--- src/hw/rtl/npsg_ram.sv ---
// ----------------------------------------------------------------------------
// npsg_ram
// Generic single-port-write, single-port-read RAM with registered read.
// ----------------------------------------------------------------------------
`default_nettype none
module npsg_ram #(
    parameter int WIDTH = 8,
    parameter int DEPTH = 64
) (
    input  wire logic                     clk,
    input  wire logic                     we,
    input  wire logic [$clog2(DEPTH)-1:0] waddr,
    input  wire logic [WIDTH-1:0]         wdata,
    input  wire logic [$clog2(DEPTH)-1:0] raddr,
    output logic      [WIDTH-1:0]         rdata
);

    logic [WIDTH-1:0] mem [DEPTH];

    always_ff @(posedge clk)
    begin
        if (we)
        begin
            mem[waddr] <= wdata;
        end
        rdata <= mem[raddr];
    end

endmodule
`default_nettype wire

--- config.mk ---
export PLATFORM = sky130hd
export DESIGN_NAME = npsg_ram
export DESIGN_NICKNAME = d
export VERILOG_FILES = /design/src/hw/rtl/npsg_ram.sv
export SDC_FILE = /design/constraint.sdc
export NUM_CORES = 1
export LEC_CHECK = 0
export BUFFER_PORTS_ARGS = -buffer_cell sky130_fd_sc_hd__buf_4
export CAP_MARGIN = 15
export CORE_MARGIN = 4
export CORE_UTILIZATION = 25
export CTS_BUF_LIST = sky130_fd_sc_hd__clkbuf_2
export CTS_CLUSTER_DIAMETER = 150
export DETAILED_ROUTE_END_ITERATION = 8
export PLACE_DENSITY = 0.51
export SKIP_LAST_GASP = 1
export SYNTH_ARGS = -nofsm -noshare
export SYNTH_HDL_FRONTEND = slang
export SYNTH_SLANG_ARGS = --single-unit
--- constraint.sdc ---
create_clock -name clk -period 5.65 [get_ports clk]
set_clock_uncertainty 0.2 [all_clocks]
set_input_delay 0.2825 -clock clk [delete_from_list [all_inputs] [get_ports clk]]
set_output_delay 0.2825 -clock clk [all_outputs]
set_load 0.005 [all_outputs]
==> reports/metrics.yaml <==
drt:
  drtAntennaViolNets: 0
  wl_per_cell_um: 22.3
  dr.first_iter.drc_count: 973
  wirelength_um: 50100
  vias: 10100
  drc: 0
  avgViaCountPerCell: 4.52
  dr.pass1.iters: 5
logic_synthesis:
  synth_edf_count: 512
  yosys_warnings: 0
  synthCells: 940
  synth_top_area_share_pct: 76.2
  synth.most_common_cell: "edfxtp_1"
  ys_ff_latch: 520
  syn_area_per_cell_um2: 21.5
  synthTopCellsByArea: "edfxtp_1 (76%), mux4_2 (14%), nor2_1 (1.5%)"
  synth_cell_types: 40
  ys_seq_area_share_pct: 77.0
  synth_async_sr_flop_share_pct: 0
  netlist_area_mm2: 0.0202
  syn-num-nets: 962
  synth_common_cells: "edfxtp_1 (512), mux4_2 (126), nor2_1 (83)"
  synth_flop_cell: "edfxtp_1"
  yosys.area.top_type: "edfxtp_1"
cts:
  clk_latency_ps: 1080
  clockRootBuffer: "clkbuf_2"
  postCtsSetupBuffers: 0
  cts_sinks: 520
  cts_tree: "built"
  clk_path_buf_depth: 3
  cts_hold_buffers: 37
  cts_buffers: 133
  post_cts_resized: 0
  worst_setup_hold_path_clk_slew_ps: 120
  cts_max_level: 4
grt:
  grt_max_degree: 71
  antenna_found_initial: 2
  grt.total_usage_pct: 11.7
  grt_pass1_vias: 10600
  grt_first_pass_wirelength_um: 73400
  overflow: 0
setup_path:
  arrival_ps: 4050
  cp-start-kind: "input port"
  r2r_slack_ps: 2420
  cp.required_ps: 6410
  critical_path_class: "in -> reg"
  crit_path_end_kind: "register"
  worstPathMaxFanout: 58
sta:
  fin_crit_ps: 3290
  hold_viol: 0
  fmax_ghz: 0.304
  tightest_slew_ps: 1060
  final.setup.tns_ps: 0
  rsz0062_at_grt: "false"
  hold_ws_ps: 137
  max_slew_margin_pct: 28.9
  setup_viol: 0
  worst_slack_ps: 2360
  drv_slew: 0
  min_period_over_period_pct: 58.3
placed_design:
  place_inst: 1979
  dp_hpwl_um: 28900
  place.gp.congestion: 0.767
  port_buffers: 29
  dp_slack_ps: 2200
  placed_cell_area_mm2: 0.0215
pwr:
  leakage_nw: 7.22
  p_per_area_mw_per_mm2: 316
  total_power_mw: 7.30
  irDropWorstVdd_mv: 0.132
floorplan:
  initial_utilization_pct: 25.4
  fp.dieW_um: 292
  dieArea_mm2: 0.0853
  rows: 103
  core_area_mm2: 0.0795
  die_y_um: 292
  ios: 30
layout:
  final_cells: 2244
  drive_gt1_share_pct: 31.9
  nNetsFinal: 1123
  finish.instance_area_mm2: 0.0231
  syn_to_final_growth_pct: 14.4
  utilization_pct: 29.0
job:
  drv_cap: 0
run_status:
  status: "finished, final reports clean"
min_path:
  hold_path_class: "in -> reg"
layout make-up:
cell class                      count  area (um^2)
Fill cell                        7819        56500
Sequential cell                   520        15500
Multi-Input combinational cell    369         4320
Tap cell                         1050         1310
Clock buffer                      186          931
Timing Repair Buffer               77          677
Clock inverter                     39          282
Antenna cell                        3         7.51
per-layer routing:
metal	vias up	GRT usage (%)	routed length (um)
met5	-	0	0
met3	69	3.24	3550
met2	388	18.2	23700
met4	0	3.02	649
li1	4334	-	-
met1	5347	16.2	22200
cell usage in the layout (no fill, tap or decap), types with 3 or more instances in the layout:
master / Yosys / layout
a211oi_1: 4 / 4
a21oi_1: 3 / 3
a221oi_1: 6 / 6
a22oi_1: 3 / 3
buf_4: 13 / 39
bufinv_16: 0 / 5
clkbuf_2: 0 / 186
clkinv_1: 0 / 26
clkinv_2: 0 / 3
dfxtp_1: 8 / 8
diode_2: 0 / 3
dlygate4sd3_1: 0 / 37
edfxtp_1: 512 / 512
inv_2: 0 / 5
mux2_2: 13 / 13
mux2i_1: 23 / 23
mux4_2: 126 / 126
nand2_1: 19 / 19
nand2b_1: 7 / 7
nand3_1: 13 / 13
nand3b_1: 3 / 3
nor2_1: 83 / 83
nor2b_1: 14 / 14
nor3_1: 7 / 7
o2111ai_1: 3 / 3
o221ai_1: 8 / 8
o22ai_1: 8 / 8
o2bb2ai_1: 3 / 3
kinds of logic after synthesis:
kind of cell / count (synthesis) / synth area share, %
multiplexers: 162 / 15.9
AND/OR/NAND/NOR: 153 / 3.39
AO/OA/AOI/OAI: 54 / 2.07
flip-flops: 520 / 77.0
buffers and inverters: 51 / 1.57
power breakdown:
part | internal, mW | switching, mW | leakage [nW]
combinational | 0.166 | 0.259 | 1.63
clock | 1.11 | 1.49 | 0.917
sequential | 4.26 | 0.0147 | 4.67
flip-flops by register name, indices dropped and copies added, names as in the netlist:
| name | count |
|---|---|
| mem | 512 |
| rdata | 8 |
worst paths after layout:
path                              from              endpoint  cells past startpoint
setup reg to reg  mem[29][4]$_DFFE_PP_      rdata[4]$_DFF_P_                      6
hold / removal                wdata[6]  mem[48][6]$_DFFE_PP_                      2
setup / recovery              raddr[2]      rdata[4]$_DFF_P_                      8
hold reg to reg   mem[34][7]$_DFFE_PP_      rdata[7]$_DFF_P_                      4
worst max-delay path, cell delays in order:
cell and delay (ps):
dlygate4sd3_1 540, buf_4 710, mux4_2 440, mux2_2 320
o221a_2 290, nor3_1 710, o32ai_1 170, dlygate4sd3_1 580
No activity file was read; power rests on OpenSTA's default activity.
